--- config.mk ---
export PLATFORM = sky130hd
export DESIGN_NAME = n_queens_first_solution_search_top
export DESIGN_NICKNAME = d
export VERILOG_FILES = /design/src/sv/nqs_pkg.sv /design/src/sv/nqs_ram.sv /design/src/sv/n_queens_first_solution_search_top.sv
export VERILOG_INCLUDE_DIRS = /design/src /design/src/sv
export SDC_FILE = /design/constraint.sdc
export NUM_CORES = 1
export LEC_CHECK = 0
export BUFFER_PORTS_ARGS = -buffer_cell sky130_fd_sc_hd__buf_2
export CORE_ASPECT_RATIO = 0.5
export CORE_MARGIN = 10
export CORE_UTILIZATION = 40
export DETAILED_ROUTE_END_ITERATION = 10
export HOLD_SLACK_MARGIN = 0.03
export SYNTH_ARGS = -nofsm -noshare
export SYNTH_HDL_FRONTEND = slang
export SYNTH_SLANG_ARGS = --single-unit
--- constraint.sdc ---
create_clock -name clock -period 10.1 [get_ports clock]
set_clock_uncertainty 0.05 [all_clocks]
set_input_delay 0 -clock clock [delete_from_list [all_inputs] [get_ports clock]]
set_output_delay 0 -clock clock [all_outputs]
set_load 0.01 [all_outputs]
--- src/sv/n_queens_first_solution_search_top_macros.svh ---
// Assertion macros for the N-queens search block.
`ifndef N_QUEENS_FIRST_SOLUTION_SEARCH_TOP_MACROS_SVH
`define N_QUEENS_FIRST_SOLUTION_SEARCH_TOP_MACROS_SVH

// Same-cycle implication, checked at every rising clock edge outside reset.
`define NQS_ASSERT_NOW(label, clk, rst, ante, cons, msg) \
   label: assert property (@(posedge clk) disable iff (rst) (ante) |-> (cons)) \
      else $error(msg);

// Next-cycle implication, checked at every rising clock edge outside reset.
`define NQS_ASSERT_NEXT(label, clk, rst, ante, cons, msg) \
   label: assert property (@(posedge clk) disable iff (rst) (ante) |=> (cons)) \
      else $error(msg);

`endif

--- src/sv/nqs_pkg.sv ---
// Package with constants and types for the N-queens search block.
`default_nettype none

package nqs_pkg;

   localparam int MAX_N_DEFAULT = 16;

   localparam int BOARD_W = 5;
   localparam int COL_OUT_W = 4;
   localparam int ROW_OUT_W = 4;
   localparam int REQ_DATA_W = 8;
   localparam int RSP_DATA_W = 8;

   typedef enum logic [2:0] {
      ST_IDLE,
      ST_SCAN,
      ST_BACK,
      ST_EMIT_RD,
      ST_EMIT_LD,
      ST_FAIL
   } state_type;

endpackage

`default_nettype wire

--- src/sv/nqs_ram.sv ---
// Generic single-clock RAM with one write port and one registered read port.
`default_nettype none

module nqs_ram #(
   parameter int WIDTH = 4,
   parameter int DEPTH = 16
) (
   input  wire logic                     clock,
   input  wire logic                     wr_en,
   input  wire logic [$clog2(DEPTH)-1:0] wr_addr,
   input  wire logic [WIDTH-1:0]         wr_data,
   input  wire logic                     rd_en,
   input  wire logic [$clog2(DEPTH)-1:0] rd_addr,
   output logic      [WIDTH-1:0]         rd_data
);

   logic [WIDTH-1:0] mem_ff [DEPTH];

   always_ff @(posedge clock) begin
      if (wr_en) begin
         mem_ff[wr_addr] <= wr_data;
      end
      if (rd_en) begin
         rd_data <= mem_ff[rd_addr];
      end
   end

endmodule

`default_nettype wire

--- src/sv/n_queens_first_solution_search_top.sv ---
// Top level of the N-queens first-solution search block.
`default_nettype none

// Each request beat carries a board size N. The block runs a depth-first
// backtracking search over columns 0..N-1, trying rows in ascending order,
// and answers with N result beats (column, row of its queen, solved=1), tlast
// on column N-1. When no placement exists (N=2 or 3), or N is 0 or above
// MAX_N, it answers with one beat of column 0, row 0, solved=0, tlast=1.
// Row and diagonal occupancy live in bitmap registers; the queen row of each
// column lives in a RAM with a registered read. Each row test is a scan step;
// a backtrack step is the failed column, which reads the previous queen from
// the RAM, then the lift of it; a result beat is a RAM read, then an output
// load that waits for a free output. The count of row tests depends on N and
// is in the thousands to tens of thousands for N near 16. One board is
// searched at a time; req_tready is high while no search or answer is under
// way, and the output register lets a new board enter while the final result
// beat still waits to be taken. No clearing pass is needed after reset.
module n_queens_first_solution_search_top
   import nqs_pkg::*;
#(
   parameter int MAX_N = MAX_N_DEFAULT
) (
   input  wire logic                  clock,
   input  wire logic                  reset,
   // Request channel
   input  wire logic                  req_tvalid,
   output logic                       req_tready,
   input  wire logic [REQ_DATA_W-1:0] req_tdata,  // [4:0] board_size, [7:5] zero
   // Result channel
   output logic                       rsp_tvalid,
   input  wire logic                  rsp_tready,
   output logic [RSP_DATA_W-1:0]      rsp_tdata,  // [3:0] column_index, [7:4] row_index
   output logic                       rsp_tuser,  // [0] solved
   output logic                       rsp_tlast   // last_result
);

   `include "n_queens_first_solution_search_top_macros.svh"

   localparam int ROW_W = $clog2(MAX_N);
   localparam int CNT_W = $clog2(MAX_N + 1);
   localparam int SUM_W = CNT_W + 1;
   localparam int DIAG_N = 2 * MAX_N - 1;
   localparam int DIDX_W = $clog2(DIAG_N);

   state_type state_ff, state_in;

   logic [CNT_W-1:0]  n_ff, n_in;
   logic [CNT_W-1:0]  col_ff, col_in;
   logic [CNT_W-1:0]  row_ff, row_in;
   logic [MAX_N-1:0]  row_taken_ff, row_taken_in;
   logic [DIAG_N-1:0] rise_ff, rise_in;
   logic [DIAG_N-1:0] fall_ff, fall_in;

   logic                 rsp_valid_ff, rsp_valid_in;
   logic [COL_OUT_W-1:0] rsp_col_ff, rsp_col_in;
   logic [ROW_OUT_W-1:0] rsp_row_ff, rsp_row_in;
   logic                 rsp_solved_ff, rsp_solved_in;
   logic                 rsp_last_ff, rsp_last_in;

   logic [BOARD_W-1:0] req_board;
   logic               req_fire;
   logic               board_bad;
   logic               out_free;

   // Shared toggle / test unit
   logic [CNT_W-1:0]  tog_row;
   logic [CNT_W-1:0]  tog_col;
   logic [SUM_W-1:0]  rise_sum;
   logic [SUM_W-1:0]  fall_sum;
   logic [DIDX_W-1:0] rise_idx;
   logic [DIDX_W-1:0] fall_idx;
   logic [ROW_W-1:0]  row_idx;
   logic              cell_free;
   logic [MAX_N-1:0]  row_mask;
   logic [DIAG_N-1:0] rise_mask;
   logic [DIAG_N-1:0] fall_mask;

   logic             row_in_range;
   logic             col_is_last;
   logic [CNT_W-1:0] col_prev;

   // RAM ports
   logic             ram_wr_en;
   logic             ram_rd_en;
   logic [ROW_W-1:0] ram_rd_addr;
   logic [ROW_W-1:0] ram_rd_data;

   // FSM outputs
   logic do_start;
   logic do_place;
   logic do_step;
   logic do_back;
   logic do_emit;
   logic do_fail;

   assign req_board = req_tdata[BOARD_W-1:0];
   assign req_fire  = req_tvalid && req_tready;
   assign board_bad = (req_board == '0) || (32'(req_board) > MAX_N);
   assign out_free  = !rsp_valid_ff || rsp_tready;

   assign row_in_range = row_ff < n_ff;
   assign col_is_last  = (col_ff + CNT_W'(1)) == n_ff;
   assign col_prev     = col_ff - CNT_W'(1);

   // Pick the cell to test or toggle: the scan cell, or the queen being lifted
   always_comb begin
      if (state_ff == ST_BACK) begin
         tog_row = CNT_W'(ram_rd_data);
         tog_col = col_prev;
      end else begin
         tog_row = row_ff;
         tog_col = col_ff;
      end
   end

   assign rise_sum = SUM_W'(tog_row) + SUM_W'(tog_col);
   assign fall_sum = SUM_W'(tog_row) + SUM_W'(n_ff) - SUM_W'(1) - SUM_W'(tog_col);
   assign rise_idx = rise_sum[DIDX_W-1:0];
   assign fall_idx = fall_sum[DIDX_W-1:0];
   assign row_idx  = tog_row[ROW_W-1:0];

   assign cell_free = !row_taken_ff[row_idx] && !rise_ff[rise_idx] && !fall_ff[fall_idx];

   assign row_mask  = MAX_N'(1) << row_idx;
   assign rise_mask = DIAG_N'(1) << rise_idx;
   assign fall_mask = DIAG_N'(1) << fall_idx;

   // Next state
   always_comb begin
      state_in = state_ff;
      case (state_ff)
         ST_IDLE: begin
            if (req_fire) begin
               state_in = board_bad ? ST_FAIL : ST_SCAN;
            end
         end
         ST_SCAN: begin
            if (row_in_range) begin
               if (cell_free && col_is_last) begin
                  state_in = ST_EMIT_RD;
               end
            end else if (col_ff == '0) begin
               state_in = ST_FAIL;
            end else begin
               state_in = ST_BACK;
            end
         end
         ST_BACK: begin
            state_in = ST_SCAN;
         end
         ST_EMIT_RD: begin
            state_in = ST_EMIT_LD;
         end
         ST_EMIT_LD: begin
            if (out_free) begin
               state_in = col_is_last ? ST_IDLE : ST_EMIT_RD;
            end
         end
         ST_FAIL: begin
            if (out_free) begin
               state_in = ST_IDLE;
            end
         end
         default: begin
            state_in = ST_IDLE;
         end
      endcase
   end

   // FSM outputs
   always_comb begin
      req_tready  = 1'b0;
      do_start    = 1'b0;
      do_place    = 1'b0;
      do_step     = 1'b0;
      do_back     = 1'b0;
      do_emit     = 1'b0;
      do_fail     = 1'b0;
      ram_rd_en   = 1'b0;
      ram_rd_addr = col_ff[ROW_W-1:0];
      case (state_ff)
         ST_IDLE: begin
            req_tready = 1'b1;
            do_start   = req_fire && !board_bad;
         end
         ST_SCAN: begin
            if (row_in_range) begin
               do_place = cell_free;
               do_step  = !cell_free;
            end else if (col_ff != '0) begin
               ram_rd_en   = 1'b1;
               ram_rd_addr = col_prev[ROW_W-1:0];
            end
         end
         ST_BACK: begin
            do_back = 1'b1;
         end
         ST_EMIT_RD: begin
            ram_rd_en = 1'b1;
         end
         ST_EMIT_LD: begin
            do_emit = out_free;
         end
         ST_FAIL: begin
            do_fail = out_free;
         end
         default: begin
            req_tready = 1'b0;
         end
      endcase
   end

   assign ram_wr_en = do_place;

   // Search datapath
   always_comb begin
      n_in         = n_ff;
      col_in       = col_ff;
      row_in       = row_ff;
      row_taken_in = row_taken_ff;
      rise_in      = rise_ff;
      fall_in      = fall_ff;

      if (do_start) begin
         n_in         = CNT_W'(req_board);
         col_in       = '0;
         row_in       = '0;
         row_taken_in = '0;
         rise_in      = '0;
         fall_in      = '0;
      end
      if (do_place || do_back) begin
         row_taken_in = row_taken_ff ^ row_mask;
         rise_in      = rise_ff ^ rise_mask;
         fall_in      = fall_ff ^ fall_mask;
      end
      if (do_place) begin
         // Advance a column; restart at column 0 for readout once all are placed
         col_in = col_is_last ? '0 : col_ff + CNT_W'(1);
         row_in = '0;
      end
      if (do_step) begin
         row_in = row_ff + CNT_W'(1);
      end
      if (do_back) begin
         // Resume the previous column one row past its lifted queen
         col_in = col_prev;
         row_in = CNT_W'(ram_rd_data) + CNT_W'(1);
      end
      if (do_emit) begin
         col_in = col_ff + CNT_W'(1);
      end
   end

   // Output register
   always_comb begin
      rsp_valid_in  = rsp_valid_ff && !rsp_tready;
      rsp_col_in    = rsp_col_ff;
      rsp_row_in    = rsp_row_ff;
      rsp_solved_in = rsp_solved_ff;
      rsp_last_in   = rsp_last_ff;
      if (do_emit) begin
         rsp_valid_in  = 1'b1;
         rsp_col_in    = COL_OUT_W'(col_ff);
         rsp_row_in    = ROW_OUT_W'(ram_rd_data);
         rsp_solved_in = 1'b1;
         rsp_last_in   = col_is_last;
      end else if (do_fail) begin
         rsp_valid_in  = 1'b1;
         rsp_col_in    = '0;
         rsp_row_in    = '0;
         rsp_solved_in = 1'b0;
         rsp_last_in   = 1'b1;
      end
   end

   always_ff @(posedge clock) begin
      if (reset) begin
         state_ff     <= ST_IDLE;
         rsp_valid_ff <= 1'b0;
      end else begin
         state_ff     <= state_in;
         rsp_valid_ff <= rsp_valid_in;
      end
   end

   always_ff @(posedge clock) begin
      n_ff          <= n_in;
      col_ff        <= col_in;
      row_ff        <= row_in;
      row_taken_ff  <= row_taken_in;
      rise_ff       <= rise_in;
      fall_ff       <= fall_in;
      rsp_col_ff    <= rsp_col_in;
      rsp_row_ff    <= rsp_row_in;
      rsp_solved_ff <= rsp_solved_in;
      rsp_last_ff   <= rsp_last_in;
   end

   nqs_ram #(
      .WIDTH(ROW_W),
      .DEPTH(MAX_N)
   ) u_queen_ram (
      .clock  (clock),
      .wr_en  (ram_wr_en),
      .wr_addr(col_ff[ROW_W-1:0]),
      .wr_data(row_ff[ROW_W-1:0]),
      .rd_en  (ram_rd_en),
      .rd_addr(ram_rd_addr),
      .rd_data(ram_rd_data)
   );

   assign rsp_tvalid = rsp_valid_ff;
   assign rsp_tdata  = {rsp_row_ff, rsp_col_ff};
   assign rsp_tuser  = rsp_solved_ff;
   assign rsp_tlast  = rsp_last_ff;

   // One queen per placed column while searching
   `NQS_ASSERT_NOW(a_rows_match_depth, clock, reset,
      (state_ff == ST_SCAN) || (state_ff == ST_BACK),
      $countones(row_taken_ff) == 32'(col_ff),
      "row bitmap out of step with search depth")

   // The search never runs past the board
   `NQS_ASSERT_NOW(a_col_in_board, clock, reset,
      state_ff == ST_SCAN, col_ff < n_ff,
      "search column beyond board size")

   // An unsolved answer is a single all-zero final beat
   `NQS_ASSERT_NOW(a_unsolved_beat, clock, reset,
      rsp_tvalid && !rsp_tuser, rsp_tlast && (rsp_tdata == '0),
      "malformed unsolved result")

   // A beat that completes an answer returns the block to idle
   `NQS_ASSERT_NEXT(a_last_to_idle, clock, reset,
      do_emit && col_is_last, state_ff == ST_IDLE,
      "block not idle after final result")

endmodule

`default_nettype wire

==> results.toml, run 1 <==
[setup_path]
ff2ff_path_depth = 15
start_kind = "flop"
cp.arrival_ns = 6.31
crit_fanout = 79
critPathSlowestCell = "fa_1"
worstSetupPathType = "flop to flop"
crit_required_ns = 10.16
crit_buf_inv = 3
cp_top_family = "adder cells"
crit_chain = "or3b_4, o21ai_0, fa_1, inv_1, ha_1, fa_1, inv_2, a211o_1, a211o_1, mux2i_1, nor4_4, nand4b_2, and2_4, buf_12, nand3b_1"
critPathMaxStageDelay_ns = 0.88
crit_cells = 15
cp-end-kind = "flop"

[sta]
max_freq_ghz = 0.160
final.setup.tns_ns = 0
min_period_over_period_pct = 62.0
setup_violations = 0
rsz0062_at_grt = "no"
slew_headroom_pct = 28.0
timing.final.crit_period_ns = 6.26
hold_viol = 0
tightest_slew_ns = 1.08
slew_viol_final = 0

[finish]
diodes = 0
fin_nets = 974
fillers = 2484
area_growth_pct = 8.57
drive_gt1_share_pct = 20.1
final_cell_mix = "170 x edfxtp_1, 89 x nor2_1, 78 x nor2_4, 71 x nand2_1, 60 x xnor2_1"
layout_commonest_cell = "edfxtp_1"

[min_path]
hold_depth = 4
hold_path_class = "input pin to flop"

[run_status]
status = "finished clean"

[synthesis]
synth_area_leaders = "edfxtp_1 46%, nor2_4 7.8%, mux4_2 5.6%"
avgSynthCellArea_um2 = 12.0
synthMuxAreaShare_pct = 9.74
synth_top_family_by_area = "simple AND/OR/NAND/NOR gates"
ys_seq_area_share_pct = 46.5
synth_fa_ha_area_share_pct = 3.09
yosysTopAreaCellShare_pct = 45.6
syn_area_mm2 = 0.0112
synth_nets = 971
syn_inst = 935
synth_xor_area_share_pct = 8.27
synth_async_sr_flop_share_pct = 0
ys.flop_type = "edfxtp_1"
synth-edff-count = 170
ys_ff_latch = 175
synth-simple-area-share_pct = 21.1
synth_compound_gate_area_share_pct = 7.19
yosys.area.top_type = "edfxtp_1"
yosys_warnings = 0
ys_types = 76

[floorplan]
ios = 24
fp.dieArea_mm2 = 0.0355
die_x_um = 257
rows = 43
core_area_mm2 = 0.0276
initial_core_util_pct = 40.5
die_h_um = 138

[detailed_routing]
wl_per_cell_um = 18.1
wl_mm = 24.1
drcViolationCount = 0
drt.antenna.violating_nets = 0
drt-pass1-iter-count = 4
viasPerCell = 5.33
drt_iter0_drc = 593
vias = 7104

[placement]
routabilityCongestion = 0.836
hpwl_mm = 16.0
io_buffers = 20

[cts]
htree_num_levels = 4
clk_latency_ns = 0.45
root_buffer = "clkbuf_16"
clkTransAtPathRegs_ns = 0.07
cts_sinks = 175
cts_repair_resize_count = 0
cts_buffer_depth = 2
cts_made_buffers = 17
cts_tree = "yes"

[flow_run]
drv_cap = 0

[global_route]
grt_overflow = 0
grt_antenna_before_repair = 0
grt_pass1_vias = 7309
grt_usage_pct = 13.6
grt_pass1_wl_mm = 39.3
grt_max_degree = 80
==> worst min-delay path: cells and delay by family <==
kind	cells	cell delay (ns)
AO/OA/AOI/OAI	2	0.32
buffers and inverters	1	0.07
AND/OR/NAND/NOR	1	0.13
==> Yosys cell counts (8+ instances only) <==
master      n
a21oi_1    20
xnor2_1    60
mux2i_1    28
nor3_1     24
ha_1       18
o211ai_1    8
mux2_2     10
and3_1      8
o21ai_0    19
nor2_4     78
clkbuf_1   29
and2_1     24
nand2b_1   13
nor2_1     89
xor2_1     38
mux4_2     28
edfxtp_1  170
o22ai_1    11
inv_1      25
nand3_1    22
buf_12      9
nand2_1    72
==> final timing paths <==
kind	startpoint	endpoint	slack (ns)
worst min-delay path	rsp_tready	state_ff[0]$_SDFFE_PP0P_	0.07
worst max register to register	state_ff[0]$_SDFFE_PP0P_	col_ff[1]$_DFFE_PP_	3.84
worst max-delay path	state_ff[0]$_SDFFE_PP0P_	col_ff[1]$_DFFE_PP_	3.84
worst min register to register	rsp_tuser$_SDFFE_PP1P_	rsp_tuser$_SDFFE_PP1P_	0.40
==> cells by family after synthesis <==
family                   count (synthesis)
AO/OA/AOI/OAI                          114
XOR/XNOR                               101
adder cells (fa/ha/maj)                 24
buffers and inverters                   77
flip-flops                             175
multiplexers                            69
AND/OR/NAND/NOR                        375
==> metrics by stage <==
| step | hold WS, ns | setup WS (ns) | utilization [%] | cell area (µm²) | instances |
|---|---|---|---|---|---|
| finish | 0.0659 | 3.84 | 44.0 | 12100 | 1333 |
| global route | 0.0957 | 3.39 | 44.0 | 12100 | 1333 |
| CTS | 0.0465 | 3.70 | 44.0 | 12100 | 1333 |
| detailed placement | 0.145 | 3.70 | 41.6 | 11500 | 1293 |
| global placement | 0.146 | 3.78 | 41.6 | 11500 | 1293 |
| floorplan | 0.0191 | 2.62 | - | 11200 | 935 |
==> sequential cells by signal, indices dropped and copies added (netlist names) <==
register             count
rise_ff                 31
rsp_col_ff               4
n_ff                     5
row_ff                   5
u_queen_ram.rd_data      4
fall_ff                 31
col_ff                   5
rsp_tuser                1
rsp_tvalid               1
rsp_tlast                1
rsp_row_ff               4
row_taken_ff            16
state_ff                 3
u_queen_ram.mem_ff      64
==> metal layers <==
layer / vias to the layer above / part of all wire, % / track usage [%]
li1: 3414 / - / -
met4: 0 / 1.7 / 4.74
met5: - / 0 / 0
met1: 3532 / 47 / 17.8
met3: 36 / 2.8 / 2.27
met2: 122 / 48 / 22.5
==> final cells by class <==
type | instances | area, µm² | area share [%]
Inverter | 28 | 105 | 0.865
Clock buffer | 17 | 425 | 3.50
Clock inverter | 15 | 165 | 1.36
Multi-Input combinational cell | 683 | 5540 | 45.6
Sequential cell | 175 | 5200 | 42.8
Tap cell | 382 | 478 | 3.93
Timing Repair Buffer | 33 | 230 | 1.90
==> what timing repair did <==
item                                   4_1_cts  5_1_grt
endpoints found under the hold margin        9        0
buffers inserted                             0        0
hold buffers                                 8        0
Power of run 1 is not shown: default switching activity piles up to over one toggle a cycle in this logic, so the estimate is an artifact.
==> run 2, diff against run 1 <==
clock period = 5.64 ns   (was 10.1 ns; I/O delays follow)
==> run 2 against run 1 <==
Net effect:
- register-to-register slack got worse by 3.4 ns
- cell count rose by 1.5%
- wire length rose by 0.57%
- flip-flop and latch count did not move
- die area did not move
- core utilization rose by 0.58 points
- worst setup slack got worse by 3.4 ns
- highest routed layer unchanged
- design area rose by 1.3%
- sequential share of layout area fell by 0.56 points
==> results.toml, run 2 (same netlist as run 1, synthesis figures left out) <==
[run_status]
status = "finished clean"

[cts]
cts_tree = "yes"
clk_latency_ns = 0.44
clkTransAtPathRegs_ns = 0.07
root_buffer = "clkbuf_16"
htree_num_levels = 4
cts_buffer_depth = 2
cts_sinks = 175
cts_made_buffers = 17
post_cts.repair.setup_buffers = 0

[sta]
setup_violations = 0
rsz0062_at_grt = "no"
slew_headroom_pct = 43.5
tightest_slew_ns = 0.846
min_period_over_period_pct = 93.0
final.setup.tns_ns = 0
hold_viol = 0
max_freq_ghz = 0.191
timing.final.crit_period_ns = 5.24
slew_viol_final = 0

[detailed_routing]
drcViolationCount = 0
drt-pass1-iter-count = 5
wl_mm = 24.2
viasPerCell = 5.34
vias = 7228
drt_iter0_drc = 574
drt.antenna.violating_nets = 0
wl_per_cell_um = 17.9

[setup_path]
cp-end-kind = "flop"
start_kind = "flop"
crit_required_ns = 5.72
r2r_setup_slack_ns = 0.40
cp.arrival_ns = 5.33
worstSetupPathType = "flop to flop"
crit_fanout = 11

[placement]
dpl_cell_area_mm2 = 0.0116
dpl.cell_count = 1312
routabilityCongestion = 0.814
hpwl_mm = 16.3
io_buffers = 20

[finish]
instances_no_fill = 1353
diodes = 0
fin_nets = 994
final_cell_mix = "170 x edfxtp_1, 89 x nor2_1, 78 x nor2_4, 71 x nand2_1, 60 x xnor2_1"
area_growth_pct = 10.0
drive_gt1_share_pct = 21.7
postLayoutCellArea_mm2 = 0.0123
top_regs = "u_queen_ram.mem_ff: 64 flops, fall_ff: 31 flops, rise_ff: 31 flops"
regMostFlops = "u_queen_ram.mem_ff"
utilization_pct = 44.6
largest_reg_flops = 64
layout_commonest_cell = "edfxtp_1"

[floorplan]
rows = 43
die_h_um = 138
die_x_um = 257
core_area_mm2 = 0.0276
fp.dieArea_mm2 = 0.0355
initial_core_util_pct = 40.5
ios = 24

[global_route]
grt_usage_pct = 13.9
grt_pass1_vias = 7326
grt_max_degree = 79
grt_overflow = 0
grt_antenna_before_repair = 0
grt_pass1_wl_mm = 40.0

[flow_run]
drv_cap = 0

[min_path]
hold_path_class = "input pin to flop"
-- run 2: cell count changes in the layout (fill, tap and decap cells not counted), sizes merged --
cell         delta
dlygate4sd3     +1
clkbuf          +3
clkinvlp        +1
inv             -7
buf            +19
clkinv          +3
-- run 2: stage by stage --
stage	worst slack (ns)	hold WS [ns]
floorplan	0.0951	0.0191
global placement	0.389	0.171
detailed placement	0.272	0.170
CTS	0.255	0.236
global route	0.0442	0.239
finish	0.397	0.246
-- run 2: routing by layer --
layer  global-route usage, %  part of all wire (%)
met5                       0                     0
met4                    4.65                   1.7
met3                    2.71                   3.9
met2                    22.4                    48
met1                    18.3                    47
-- run 2: area by class of cell --
class | count | area, µm²
clock buffer | 20 | 467
clock inverter | 12 | 109
fill | 2496 | 15300
inverter | 28 | 105
multi-input combinational | 683 | 5550
sequential | 175 | 5200
tap | 382 | 478
timing repair buffer | 53 | 395
-- run 2: worst paths after layout --
check	start	end	cells after the start
worst max-delay path	col_ff[0]$_DFFE_PP_	u_queen_ram.mem_ff[0][3]$_DFFE_PP_	17
worst min-delay path	req_tdata[2]	n_ff[2]$_DFFE_PP_	2
worst max register to register	col_ff[0]$_DFFE_PP_	u_queen_ram.mem_ff[0][3]$_DFFE_PP_	17
worst min register to register	rsp_tuser$_SDFFE_PP1P_	rsp_tuser$_SDFFE_PP1P_	1
-- run 2: repair_timing --
item | CTS | global route
resized for setup | 0 | 1
hold buffers | 9 | 0
setup endpoints to repair | 0 | 94
endpoints found under the hold margin | 9 | 0
-- run 2: worst max-delay path, stage by stage, from the launching register on --
cell and delay (ns):
edfxtp_1 0.40, inv_2 0.24, ha_1 0.22, and4bb_2 0.32, xor2_1 0.32, inv_1 0.10
fa_1 0.53, fa_2 0.71, buf_4 0.19, nand3b_1 0.16, o22ai_1 0.20, a211o_1 0.12
mux2i_1 0.13, nor4_4 0.26, nand4b_2 0.17, buf_4 0.20, nor3_1 0.31, and2_1 0.30
Power of run 2 is left out for the same reason.
